==> config.mk <==
export PLATFORM = sky130hd
export DESIGN_NAME = pd_line_follow_steering_core
export DESIGN_NICKNAME = d
export VERILOG_FILES = /design/src/rtl/pdlf_pkg.sv /design/src/rtl/pd_line_follow_steering_core.sv
export VERILOG_INCLUDE_DIRS = /design/src /design/src/rtl
export SDC_FILE = /design/constraint.sdc
export NUM_CORES = 1
export LEC_CHECK = 0
export CAP_MARGIN = 20
export CORE_MARGIN = 3
export CORE_UTILIZATION = 40
export DETAILED_ROUTE_END_ITERATION = 10
export DONT_BUFFER_PORTS = 1
export GPL_TIMING_DRIVEN = 0
export SETUP_SLACK_MARGIN = 0.5
export SKIP_LAST_GASP = 1
export SYNTH_ARGS = -nofsm -noshare
export SYNTH_HDL_FRONTEND = slang
export SYNTH_SLANG_ARGS = --single-unit
==> constraint.sdc <==
create_clock -name clk -period 8.15 [get_ports clk]
set_input_delay 0.4075 -clock clk [delete_from_list [all_inputs] [get_ports clk]]
set_output_delay 0.4075 -clock clk [all_outputs]
set_load 0.02 [all_outputs]
==> src/rtl/pd_line_follow_steering_core_defines.svh <==
// ----------------------------------------------------------------------------
// pd_line_follow_steering_core_defines.svh
// Assertion macros shared by the steering core RTL.
// ----------------------------------------------------------------------------
`ifndef PD_LINE_FOLLOW_STEERING_CORE_DEFINES_SVH
`define PD_LINE_FOLLOW_STEERING_CORE_DEFINES_SVH

// Same-cycle implication, checked on clk, off while arst_n is low
`define PDLF_ASSERT_SAME(label, ante, cons, msg) \
	label: assert property (@(posedge clk) disable iff (!arst_n) (ante) |-> (cons)) \
		else $error(msg);

// Next-cycle implication, checked on clk, off while arst_n is low
`define PDLF_ASSERT_NEXT(label, ante, cons, msg) \
	label: assert property (@(posedge clk) disable iff (!arst_n) (ante) |=> (cons)) \
		else $error(msg);

`endif

==> src/rtl/pdlf_pkg.sv <==
// ----------------------------------------------------------------------------
// pdlf_pkg
// Widths, register indexes and reset values of the line-follow steering core.
// ----------------------------------------------------------------------------
package pdlf_pkg;

	// Default sample resolution of the reflectance converters
	localparam int SampleBitsDef = 12;

	// Fixed field widths
	localparam int SampleW = 12;
	localparam int GainW   = 8;
	localparam int LevelW  = 16;
	localparam int CfgIdxW = 3;
	localparam int CfgW    = 16;
	localparam int InDataW  = 24;
	localparam int OutDataW = 32;

	// Configuration register indexes
	typedef enum logic [CfgIdxW-1:0] {
		REG_LEFT_THRESHOLD  = 3'd0,
		REG_RIGHT_THRESHOLD = 3'd1,
		REG_PROP_GAIN       = 3'd2,
		REG_DERIV_GAIN      = 3'd3,
		REG_GAIN_DIVISOR    = 3'd4,
		REG_BASE_LEVEL      = 3'd5,
		REG_MAX_LEVEL       = 3'd6,
		REG_BACK_LEVEL      = 3'd7
	} cfg_reg_t;

	// Reset values of the gains
	localparam logic [GainW-1:0] PropGainRst = 8'd1;
	localparam logic [GainW-1:0] DerivGainRst = 8'd0;
	localparam logic [GainW-1:0] GainDivRst = 8'd1;

endpackage

==> src/rtl/pd_line_follow_steering_core.sv <==
// ----------------------------------------------------------------------------
// pd_line_follow_steering_core
// PD differential steering from a pair of reflectance samples.
// ----------------------------------------------------------------------------
// Each input word carries a left and a right sample; each produces exactly one
// output word. When neither sample is above its threshold both wheels reverse
// at back_level and the stored error is kept; otherwise the PD correction,
// divided by gain_divisor with truncation toward zero, steers base_level down
// on the left and up on the right, each clamped to 0..max_level. An item holds
// the block from acceptance until its word is in the output register, its time
// set mostly by the bit-serial restoring divider that produces one quotient bit
// per cycle. An item passes the error, multiply, sum, divide, clamp and done
// states; a lost-line item goes from the error state straight to done.
// s_tready is high only between items; a finished item waits in its last
// state while the output register still holds an earlier word that the sink
// has not taken.
`include "pd_line_follow_steering_core_defines.svh"

module pd_line_follow_steering_core #(
	parameter int SAMPLE_BITS = pdlf_pkg::SampleBitsDef
) (
	input  logic                          clk,
	input  logic                          arst_n,
	// Configuration write port
	input  logic                          cfg_we,
	input  logic [pdlf_pkg::CfgIdxW-1:0]  cfg_index,
	input  logic [pdlf_pkg::CfgW-1:0]     cfg_wdata,
	// Sample stream
	input  logic                          s_tvalid,
	output logic                          s_tready,
	input  logic [pdlf_pkg::InDataW-1:0]  s_tdata,   // [11:0] left_sample, [23:12] right_sample
	input  logic                          s_tuser,   // [0] clear_history
	// Drive stream
	output logic                          m_tvalid,
	input  logic                          m_tready,
	output logic [pdlf_pkg::OutDataW-1:0] m_tdata,   // [15:0] left_level, [31:16] right_level
	output logic                          m_tuser    // [0] drive_dir
);

	localparam int ErrW   = SAMPLE_BITS + 1;
	localparam int DeltaW = SAMPLE_BITS + 2;
	localparam int MagW   = SAMPLE_BITS + 10;
	localparam int SumW   = MagW + 1;
	localparam int ProdW  = SumW;
	localparam int ResW   = MagW + 2;
	localparam int CntW   = $clog2(MagW + 1);
	localparam int GainW  = pdlf_pkg::GainW;
	localparam int LevelW = pdlf_pkg::LevelW;

	typedef enum logic [2:0] {
		ST_IDLE,
		ST_ERR,
		ST_MUL,
		ST_SUM,
		ST_DIV,
		ST_CLAMP,
		ST_DONE
	} state_t;

	// Configuration registers
	logic [pdlf_pkg::SampleW-1:0] left_thr_q;
	logic [pdlf_pkg::SampleW-1:0] right_thr_q;
	logic [GainW-1:0]             prop_q;
	logic [GainW-1:0]             deriv_q;
	logic [GainW-1:0]             gdiv_q;
	logic [LevelW-1:0]            base_q;
	logic [LevelW-1:0]            max_q;
	logic [LevelW-1:0]            back_q;

	// Sequencer and datapath
	state_t                   state_q;
	logic [SAMPLE_BITS-1:0]   left_q;
	logic [SAMPLE_BITS-1:0]   right_q;
	logic                     clear_q;
	logic                     lost_q;
	logic signed [ErrW-1:0]   prev_error_q;
	logic signed [ErrW-1:0]   err_q;
	logic signed [DeltaW-1:0] delta_q;
	logic signed [ProdW-1:0]  prod_p_q;
	logic signed [ProdW-1:0]  prod_d_q;
	logic                     neg_q;
	logic [MagW-1:0]          quot_q;
	logic [GainW-1:0]         rem_q;
	logic [GainW-1:0]         div_q;
	logic [CntW-1:0]          cnt_q;
	logic [LevelW-1:0]        left_lvl_q;
	logic [LevelW-1:0]        right_lvl_q;
	logic                     m_tvalid_q;
	logic                     m_tuser_q;
	logic [LevelW-1:0]        m_left_q;
	logic [LevelW-1:0]        m_right_q;

	// Combinational helpers
	logic [SAMPLE_BITS-1:0]   left_thr_m;
	logic [SAMPLE_BITS-1:0]   right_thr_m;
	logic                     line_seen;
	logic signed [ErrW-1:0]   err_w;
	logic signed [ErrW-1:0]   prev_w;
	logic signed [SumW-1:0]   sum_w;
	logic [SumW-1:0]          mag_w;
	logic [GainW:0]           shifted_w;
	logic                     fits_w;
	logic signed [ResW-1:0]   corr_w;
	logic signed [ResW-1:0]   base_w;
	logic signed [ResW-1:0]   left_v;
	logic signed [ResW-1:0]   right_v;

	// Clamp a signed level to 0..max_level
	function automatic logic [LevelW-1:0] clamp_level(
		input logic signed [ResW-1:0] v,
		input logic [LevelW-1:0]      lim
	);
		logic signed [ResW-1:0] lim_s;
		lim_s = $signed({{(ResW - LevelW){1'b0}}, lim});
		if (v < 0) begin
			return '0;
		end else if (v > lim_s) begin
			return lim;
		end else begin
			return v[LevelW-1:0];
		end
	endfunction

	// Take thresholds in their low sample bits
	assign left_thr_m  = SAMPLE_BITS'(left_thr_q);
	assign right_thr_m = SAMPLE_BITS'(right_thr_q);
	assign line_seen   = (left_q > left_thr_m) || (right_q > right_thr_m);

	// Error and the previous error it is measured against
	assign err_w  = $signed({1'b0, left_q}) - $signed({1'b0, right_q});
	assign prev_w = clear_q ? '0 : prev_error_q;

	// Summed PD term and its magnitude
	assign sum_w = prod_p_q + prod_d_q;
	assign mag_w = sum_w[SumW-1] ? SumW'(-sum_w) : SumW'(sum_w);

	// One restoring divide step
	assign shifted_w = {rem_q, quot_q[MagW-1]};
	assign fits_w    = shifted_w >= {1'b0, div_q};

	// Signed correction applied to the base level
	assign corr_w  = neg_q ? -$signed({2'b00, quot_q}) : $signed({2'b00, quot_q});
	assign base_w  = $signed({{(ResW - LevelW){1'b0}}, base_q});
	assign left_v  = base_w - corr_w;
	assign right_v = base_w + corr_w;

	// Configuration writes; unknown indexes cannot occur with a 3-bit index
	always_ff @(posedge clk or negedge arst_n) begin
		if (!arst_n) begin
			left_thr_q  <= '0;
			right_thr_q <= '0;
			prop_q      <= pdlf_pkg::PropGainRst;
			deriv_q     <= pdlf_pkg::DerivGainRst;
			gdiv_q      <= pdlf_pkg::GainDivRst;
			base_q      <= '0;
			max_q       <= '0;
			back_q      <= '0;
		end else if (cfg_we) begin
			unique case (pdlf_pkg::cfg_reg_t'(cfg_index))
				pdlf_pkg::REG_LEFT_THRESHOLD:  left_thr_q  <= cfg_wdata[pdlf_pkg::SampleW-1:0];
				pdlf_pkg::REG_RIGHT_THRESHOLD: right_thr_q <= cfg_wdata[pdlf_pkg::SampleW-1:0];
				pdlf_pkg::REG_PROP_GAIN:       prop_q      <= cfg_wdata[GainW-1:0];
				pdlf_pkg::REG_DERIV_GAIN:      deriv_q     <= cfg_wdata[GainW-1:0];
				pdlf_pkg::REG_GAIN_DIVISOR:    gdiv_q      <= cfg_wdata[GainW-1:0];
				pdlf_pkg::REG_BASE_LEVEL:      base_q      <= cfg_wdata[LevelW-1:0];
				pdlf_pkg::REG_MAX_LEVEL:       max_q       <= cfg_wdata[LevelW-1:0];
				pdlf_pkg::REG_BACK_LEVEL:      back_q      <= cfg_wdata[LevelW-1:0];
				default: ;
			endcase
		end
	end

	// Sequencer, shared divider and output register
	always_ff @(posedge clk or negedge arst_n) begin
		if (!arst_n) begin
			state_q      <= ST_IDLE;
			prev_error_q <= '0;
			m_tvalid_q   <= 1'b0;
			left_q       <= '0;
			right_q      <= '0;
			clear_q      <= 1'b0;
			lost_q       <= 1'b0;
			err_q        <= '0;
			delta_q      <= '0;
			prod_p_q     <= '0;
			prod_d_q     <= '0;
			neg_q        <= 1'b0;
			quot_q       <= '0;
			rem_q        <= '0;
			div_q        <= '0;
			cnt_q        <= '0;
			left_lvl_q   <= '0;
			right_lvl_q  <= '0;
			m_tuser_q    <= 1'b0;
			m_left_q     <= '0;
			m_right_q    <= '0;
		end else begin
			// Drop the output word once taken, unless a finished item refills it
			if (m_tvalid_q && m_tready && state_q != ST_DONE) begin
				m_tvalid_q <= 1'b0;
			end
			unique case (state_q)
				ST_IDLE: begin
					// Capture the samples in their low sample bits
					if (s_tvalid) begin
						left_q  <= SAMPLE_BITS'(s_tdata[pdlf_pkg::SampleW-1:0]);
						right_q <= SAMPLE_BITS'(s_tdata[2*pdlf_pkg::SampleW-1:pdlf_pkg::SampleW]);
						clear_q <= s_tuser;
						state_q <= ST_ERR;
					end
				end
				ST_ERR: begin
					// Classify, form error and change, update history
					lost_q  <= !line_seen;
					err_q   <= err_w;
					delta_q <= DeltaW'(err_w) - DeltaW'(prev_w);
					if (line_seen) begin
						prev_error_q <= err_w;
						state_q      <= ST_MUL;
					end else begin
						state_q <= ST_DONE;
					end
				end
				ST_MUL: begin
					prod_p_q <= ProdW'($signed({1'b0, prop_q})) * ProdW'(err_q);
					prod_d_q <= ProdW'($signed({1'b0, deriv_q})) * ProdW'(delta_q);
					state_q  <= ST_SUM;
				end
				ST_SUM: begin
					// Load the divider with the magnitude; zero divisor acts as one
					neg_q   <= sum_w[SumW-1];
					quot_q  <= mag_w[MagW-1:0];
					rem_q   <= '0;
					div_q   <= (gdiv_q == '0) ? GainW'(1) : gdiv_q;
					cnt_q   <= '0;
					state_q <= ST_DIV;
				end
				ST_DIV: begin
					// One quotient bit per cycle
					if (fits_w) begin
						rem_q <= GainW'(shifted_w - {1'b0, div_q});
					end else begin
						rem_q <= shifted_w[GainW-1:0];
					end
					quot_q <= {quot_q[MagW-2:0], fits_w};
					cnt_q  <= cnt_q + CntW'(1);
					if (cnt_q == CntW'(MagW - 1)) begin
						state_q <= ST_CLAMP;
					end
				end
				ST_CLAMP: begin
					left_lvl_q  <= clamp_level(left_v, max_q);
					right_lvl_q <= clamp_level(right_v, max_q);
					state_q     <= ST_DONE;
				end
				ST_DONE: begin
					// Hold until the output register is free
					if (!m_tvalid_q || m_tready) begin
						m_tvalid_q <= 1'b1;
						m_tuser_q  <= lost_q;
						m_left_q   <= lost_q ? back_q : left_lvl_q;
						m_right_q  <= lost_q ? back_q : right_lvl_q;
						state_q    <= ST_IDLE;
					end
				end
				default: state_q <= ST_IDLE;
			endcase
		end
	end

	assign s_tready = (state_q == ST_IDLE);
	assign m_tvalid = m_tvalid_q;
	assign m_tuser  = m_tuser_q;
	assign m_tdata  = {m_right_q, m_left_q};

	// Checks on the sequencer and the divider
	`PDLF_ASSERT_SAME(a_rem_below_div, state_q == ST_DIV, rem_q < div_q,
		"divider remainder not below divisor")
	`PDLF_ASSERT_SAME(a_div_nonzero, state_q == ST_DIV, div_q != '0,
		"divider running with a zero divisor")
	`PDLF_ASSERT_NEXT(a_lost_keeps_history, state_q == ST_ERR && !line_seen,
		$stable(prev_error_q), "lost line changed the stored error")
	`PDLF_ASSERT_NEXT(a_stall_holds_done, state_q == ST_DONE && m_tvalid_q && !m_tready,
		state_q == ST_DONE, "result left done state while output was blocked")
	`PDLF_ASSERT_SAME(a_out_from_done, $rose(m_tvalid_q), $past(state_q == ST_DONE),
		"output word appeared without a finished item")

endmodule

## Yosys cells after proc, flatten, opt, wreduce, memory -nomap -nowiden

Cells that the tools add are included.

- Memories kept: 0
- Output and inout bits: 35
- ROM bits: 0
- Flip-flop bits (word level): 321
- Memory bits (writable): 0
- Input bits: 49
- Word-level logic and storage cells: 109
- Latch bits: 0

- Reductions and logical operators: 22
- Multiplexer cells: 22
- Magnitude comparators: 7
- Eq/ne operators: 18
- Div/mod/pow operators: 0
- Shifts and indexed selects: 0
- $add $sub $neg: 9
- Bitwise gates (word level): 0
- Multiply operators: 2

Operators with widths:

| operator | number |
|---|---|
| $mux W16 | 6 |
| $gt A24 B17 Y1 | 2 |
| $lt A24 B1 Y1 const B | 2 |
| $pmux W22 S2 | 1 |
| $add A17 B24 Y24 | 1 |
| $gt A12 B12 Y1 | 2 |
| $mux W24 | 1 |
| $neg A22 Y24 | 1 |
| $sub A17 B24 Y24 | 1 |
| $add A23 B23 Y23 | 1 |
| $mul A9 B14 Y23 | 1 |
| $mul A9 B13 Y22 | 1 |
| $mux W22 | 1 |
| $neg A22 Y22 | 1 |
| $reduce_and A2 Y1 | 11 |
| $eq A3 B3 Y1 const B | 7 |
| $pmux W3 S7 | 1 |
| $mux W8 | 2 |
| $pmux W8 S2 | 1 |
| $sub A13 B13 Y14 | 1 |
| $mux W13 | 1 |
| $sub A12 B12 Y13 | 1 |
| $eq A3 B2 Y1 const B | 4 |
| $mux W3 | 4 |
| other kinds (16) | 25 |

## Depth between registers and ports, before layout

- Depth after elaboration: 6
- Gate-level depth with buffers: 28
- Depth with buffers taken out: 26

## Worst setup path after synthesis

Ideal clock, no wire load.

- Kind: flip-flop to flip-flop
- Start point: register quot_q[3]
- End point: register left_lvl_q[10]
- Data arrival time: 5.279 ns
- Cell stages (with the launch flop): 26
- Clock period less this slack: 5.412 ns
- Path buffers: 4
- Data required time: 8.017 ns
- Setup slack: 2.738 ns
- Setup time: 0.133 ns
- Cell sequence: dfrtp_1 buf_6 or3_1 or4_4 buf_6 o21ai_0 xnor2_1 ha_1 clkbuf_1 inv_1 a21o_1 nor4_1 a21oi_1 a221oi_1 xor2_1 ha_1 nand4_1 nor2_1 nand3_1 nor3_1 a21oi_1 a2111oi_2 nand4_2 buf_4 mux2i_1 o21ai_0

- Word-level cells in the longest chain between the ends: 6
- Elaborated cells on any way between the ends: 7
- Classes of those cells: add/sub: 2; order compare: 2; mux: 3

RTL lines:

| what | line | source |
|---|---|---|
| from (decl) | pd_line_follow_steering_core.sv:82 | `logic [MagW-1:0] quot_q;` |
| from (signal assigned) | pd_line_follow_steering_core.sv:232 | `quot_q <= mag_w[MagW-1:0];` |
| from (signal assigned) | pd_line_follow_steering_core.sv:245 | `quot_q <= {quot_q[MagW-2:0], fits_w};` |
| $neg A22 Y24 | pd_line_follow_steering_core.sv:142 | `assign corr_w = neg_q ? -$signed({2'b00, quot_q}) : $signed({2'b00, quot_q});` |
| $mux W24 * | pd_line_follow_steering_core.sv:142 |  |
| $sub A17 B24 Y24 * | pd_line_follow_steering_core.sv:144 | `assign left_v = base_w - corr_w;` |
| $gt A24 B17 Y1 | pd_line_follow_steering_core.sv:117 | `end else if (v > lim_s) begin` |
| $mux W16 | pd_line_follow_steering_core.sv:117 |  |
| $mux W16 * | pd_line_follow_steering_core.sv:115 | `if (v < 0) begin` |
| to (signal assigned) | pd_line_follow_steering_core.sv:252 | `left_lvl_q <= clamp_level(left_v, max_q);` |
| to (decl) | pd_line_follow_steering_core.sv:86 | `logic [LevelW-1:0] left_lvl_q;` |

Every way passes the cells marked *; elsewhere a longest branch is shown, timed or not.
A chain may end at the register's enable or synchronous reset.

## Final worst setup path

- Start point: register neg_q
- End point: register left_lvl_q[9]

- Word-level cells in the longest chain between the ends: 5
- Elaborated cells on any way between the ends: 6
- Classes of those cells: add/sub: 1; order compare: 2; mux: 3

RTL lines:

| what | line | source |
|---|---|---|
| from (decl) | pd_line_follow_steering_core.sv:81 | `logic neg_q;` |
| from (signal assigned) | pd_line_follow_steering_core.sv:231 | `neg_q <= sum_w[SumW-1];` |
| $mux W24 * | pd_line_follow_steering_core.sv:142 |  |
| $sub A17 B24 Y24 * | pd_line_follow_steering_core.sv:144 |  |
| $gt A24 B17 Y1 | pd_line_follow_steering_core.sv:117 |  |
| $mux W16 | pd_line_follow_steering_core.sv:117 |  |
| $mux W16 * | pd_line_follow_steering_core.sv:115 |  |

Marked as above.

==> flow_summary.yaml <==
setup_path:
  cp_max_fo: 10
  worstPathCellList: "clkbuf_1, clkbuf_1, clkbuf_1, nand2_1, xnor2_1, inv_1, ha_1, a2111oi_0, a211o_1, a21oi_1, a221oi_1, xor2_1, ha_1, nand4_1, nor2_1, nand3_1, nor3_1, a21oi_1, a2111oi_2, nand4_2, buf_4, mux2i_1, o21ai_0"
  cp_num_cells: 23
  rr_worst_depth: 23
  start_kind: "flop"
  critPathArrivalTime_ns: 7.54
  crit_family: "compound AO/OA/AOI/OAI gates"
  crit_type: "reg2reg"
  max_stage_delay_ns: 0.59
  path_buf_inv: 5
  crit_path_frequent_cell: "clkbuf_1"
  slowest_stage: "a2111oi_0"
  end_kind: "flop"
  cp.required_ns: 8.59
cts:
  numCtsBuffers: 37
  cts_tree: "done"
  htreeDepth: 2
  clk_pin_slew_worst_paths_ns: 0.06
  clockBufferDepth: 3
  cts_setup_buffers: 0
  clock_sinks: 320
  cts_hold_buffers: 41
  cts-resized-gates: 0
  cts-root-buf: "clkbuf_16"
  insertion_delay_ns: 0.57
die:
  die_h_um: 266
  ios: 84
  start_util_pct: 40.8
  rows: 94
  core_um2: 66300
  die_area_um2: 70800
  die_w_um: 266
placement:
  post-dp-hpwl_um: 55000
  place_inst: 3765
  portBuffers: 0
  placedInstanceArea_um2: 28100
  gp_congestion: 0.863
  dp_slack_ns: 1.01
synth:
  ys_types: 77
  synth_edf_count: 0
  ys.warnings.count: 0
  synth_flop_cell: "dfrtp_1"
  yosysTopAreaCell: "dfrtp_1"
  synth_top_area_share_pct: 29.4
  ys_ff_latch: 320
  synth_area_leaders: "dfrtp_1 (29%), fa_1 (13%), ha_1 (11%)"
  syn_inst: 2901
  synth-seq-area-share_pct: 29.6
  async_flop_share_pct: 100
  synth_nets: 3372
  syn_area_um2: 27000
  syn_area_per_cell_um2: 9.32
route:
  routed_via_density: 5.38
  drcViolationCount: 0
  drt-total-wl_um: 70800
  dr.first_iter.drc_count: 1275
  first_pass_iters: 5
  vias: 20900
  ant_nets: 0
  routedWlPerCell_um: 18.2
grt:
  grt.total_usage_pct: 20.1
  grt_max_degree: 321
  grt_pass1_vias: 21200
  grt_overflow: 0
  antenna_found_initial: 1
  grt_pass1_wl_um: 114000
timing:
  rsz0062_at_grt: "false"
  slew-limit-headroom_pct: 22.3
  layout_worst_path_cycle_share_pct: 87.1
  worst_pin_slew_ns: 1.17
  holdWs_ns: -0.429
  setup_tns_ns: 0
  fin_crit_ns: 7.10
  finalSetupViolations: 0
  hold_viol: 318
  fmax_mhz: 141
  finClkSkew_ns: 0.0249
  setup_slack_ns: 1.05
  drv_slew: 0
run_status:
  violations: "negative hold slack"
  status: "complete, but fails checks"
job:
  drv_cap: 0
final_layout:
  syn_to_final_growth_pct: 10.2
  largest_reg_flops: 23
  stdcell_area_um2: 29800
  regMostFlops: "prod_d_q"
  reg_top3: "prod_d_q: 23 flops, prod_p_q: 22 flops, quot_q: 22 flops"
  fin_cells: 3879
  drive_above_1_share_pct: 7.07
  final_net_count: 3454
hold_path:
  min_path_type: "in2async"
## cell families after synthesis
kind of cell             share of synthesized area, %
flip-flops                                       29.6
AO/OA/AOI/OAI                                    13.0
buffers and inverters                            6.60
AND/OR/NAND/NOR                                  14.3
adder cells (fa/ha/maj)                          24.5
XOR/XNOR                                         4.56
multiplexers                                     7.34
## cell usage in the layout, fill, tap and decap left out, types with 13 or more instances in the layout
| cell | n |
|---|---|
| nand2b_1 | 39 |
| nor2b_1 | 32 |
| dfrtp_1 | 318 |
| o21bai_1 | 13 |
| mux2_2 | 114 |
| clkbuf_1 | 101 |
| nor2_1 | 126 |
| o21ai_0 | 221 |
| nand3_1 | 24 |
| a21boi_0 | 14 |
| nor3_1 | 42 |
| nand4_1 | 24 |
| fa_1 | 180 |
| a211oi_1 | 13 |
| xnor2_1 | 94 |
| xor2_1 | 43 |
| o21a_1 | 15 |
| clkbuf_16 | 37 |
| and2_1 | 144 |
| a22oi_1 | 24 |
| nand2_1 | 292 |
| a21o_1 | 37 |
| ha_1 | 242 |
| o31ai_1 | 19 |
| a21oi_1 | 139 |
| inv_1 | 360 |
| dlygate4sd3_1 | 41 |
| mux2i_1 | 70 |
## layout make-up
| class | count | area [um^2] |
|---|---|---|
| repair buffers | 43 | 423 |
| plain buffers | 108 | 434 |
| clock buffers | 52 | 1060 |
| multi-input cells | 2113 | 17200 |
| fillers | 6374 | 36500 |
| inverters | 360 | 1350 |
| diodes | 4 | 10.0 |
| well taps | 864 | 1080 |
| clock inverters | 15 | 191 |
| flip-flops and latches | 320 | 8010 |
## worst register-to-register path, delay by kind of cell, from the launching register on
kind	cells	cell delay (ns)
AOI/OAI and AO/OA	7	2.16
buffers and inverters	5	1.55
and+or+nand+nor	6	1.22
adders and majority gates	2	0.64
xor gates and xnor gates	2	0.61
DFF	1	0.45
muxes	1	0.34
## worst paths after layout
check | from | end | slack [ns]
hold / removal | arst_n | base_q[14] | -0.43
min in group clk | s_tvalid | state_q[0] | 0.07
setup reg to reg | neg_q | left_lvl_q[9] | 1.05
max in group asynchronous | arst_n | prod_d_q[18] | 7.65
setup / recovery | neg_q | left_lvl_q[9] | 1.05
hold reg to reg | left_lvl_q[13] | left_lvl_q[13] | 0.48
## per-stage QoR
| stage | hold slack [ns] | util (%) |
|---|---|---|
| after CTS | -0.468 | 44.9 |
| after global placement | 0.142 | 42.4 |
| after global routing | -0.452 | 44.9 |
| after detailed placement | 0.146 | 42.4 |
| after floorplan | 0.112 | - |
| final | -0.429 | 44.9 |
## cell usage after synthesis, types with 32 or more instances
cell type and n:
a21o_1 37, a21oi_1 139, and2_1 144, clkbuf_1 94
dfrtp_1 318, fa_1 180, ha_1 242, inv_1 360
mux2_2 114, mux2i_1 70, nand2_1 292, nand2b_1 39
nor2_1 126, nor2b_1 32, nor3_1 42, o21ai_0 221
xnor2_1 94, xor2_1 43
## layer usage
layer | track usage (%) | share of wire, % | up-vias
met3 | 2.35 | 4.0 | 131
met1 | 26.0 | 44 | 10400
li1 | - | - | 9891
met2 | 35.0 | 49 | 481
met5 | 0 | 0 | -
met4 | 6.74 | 3.2 | 0
Power is not shown: default switching activity piles up to over one toggle a cycle in this logic, so the estimate is an artifact.
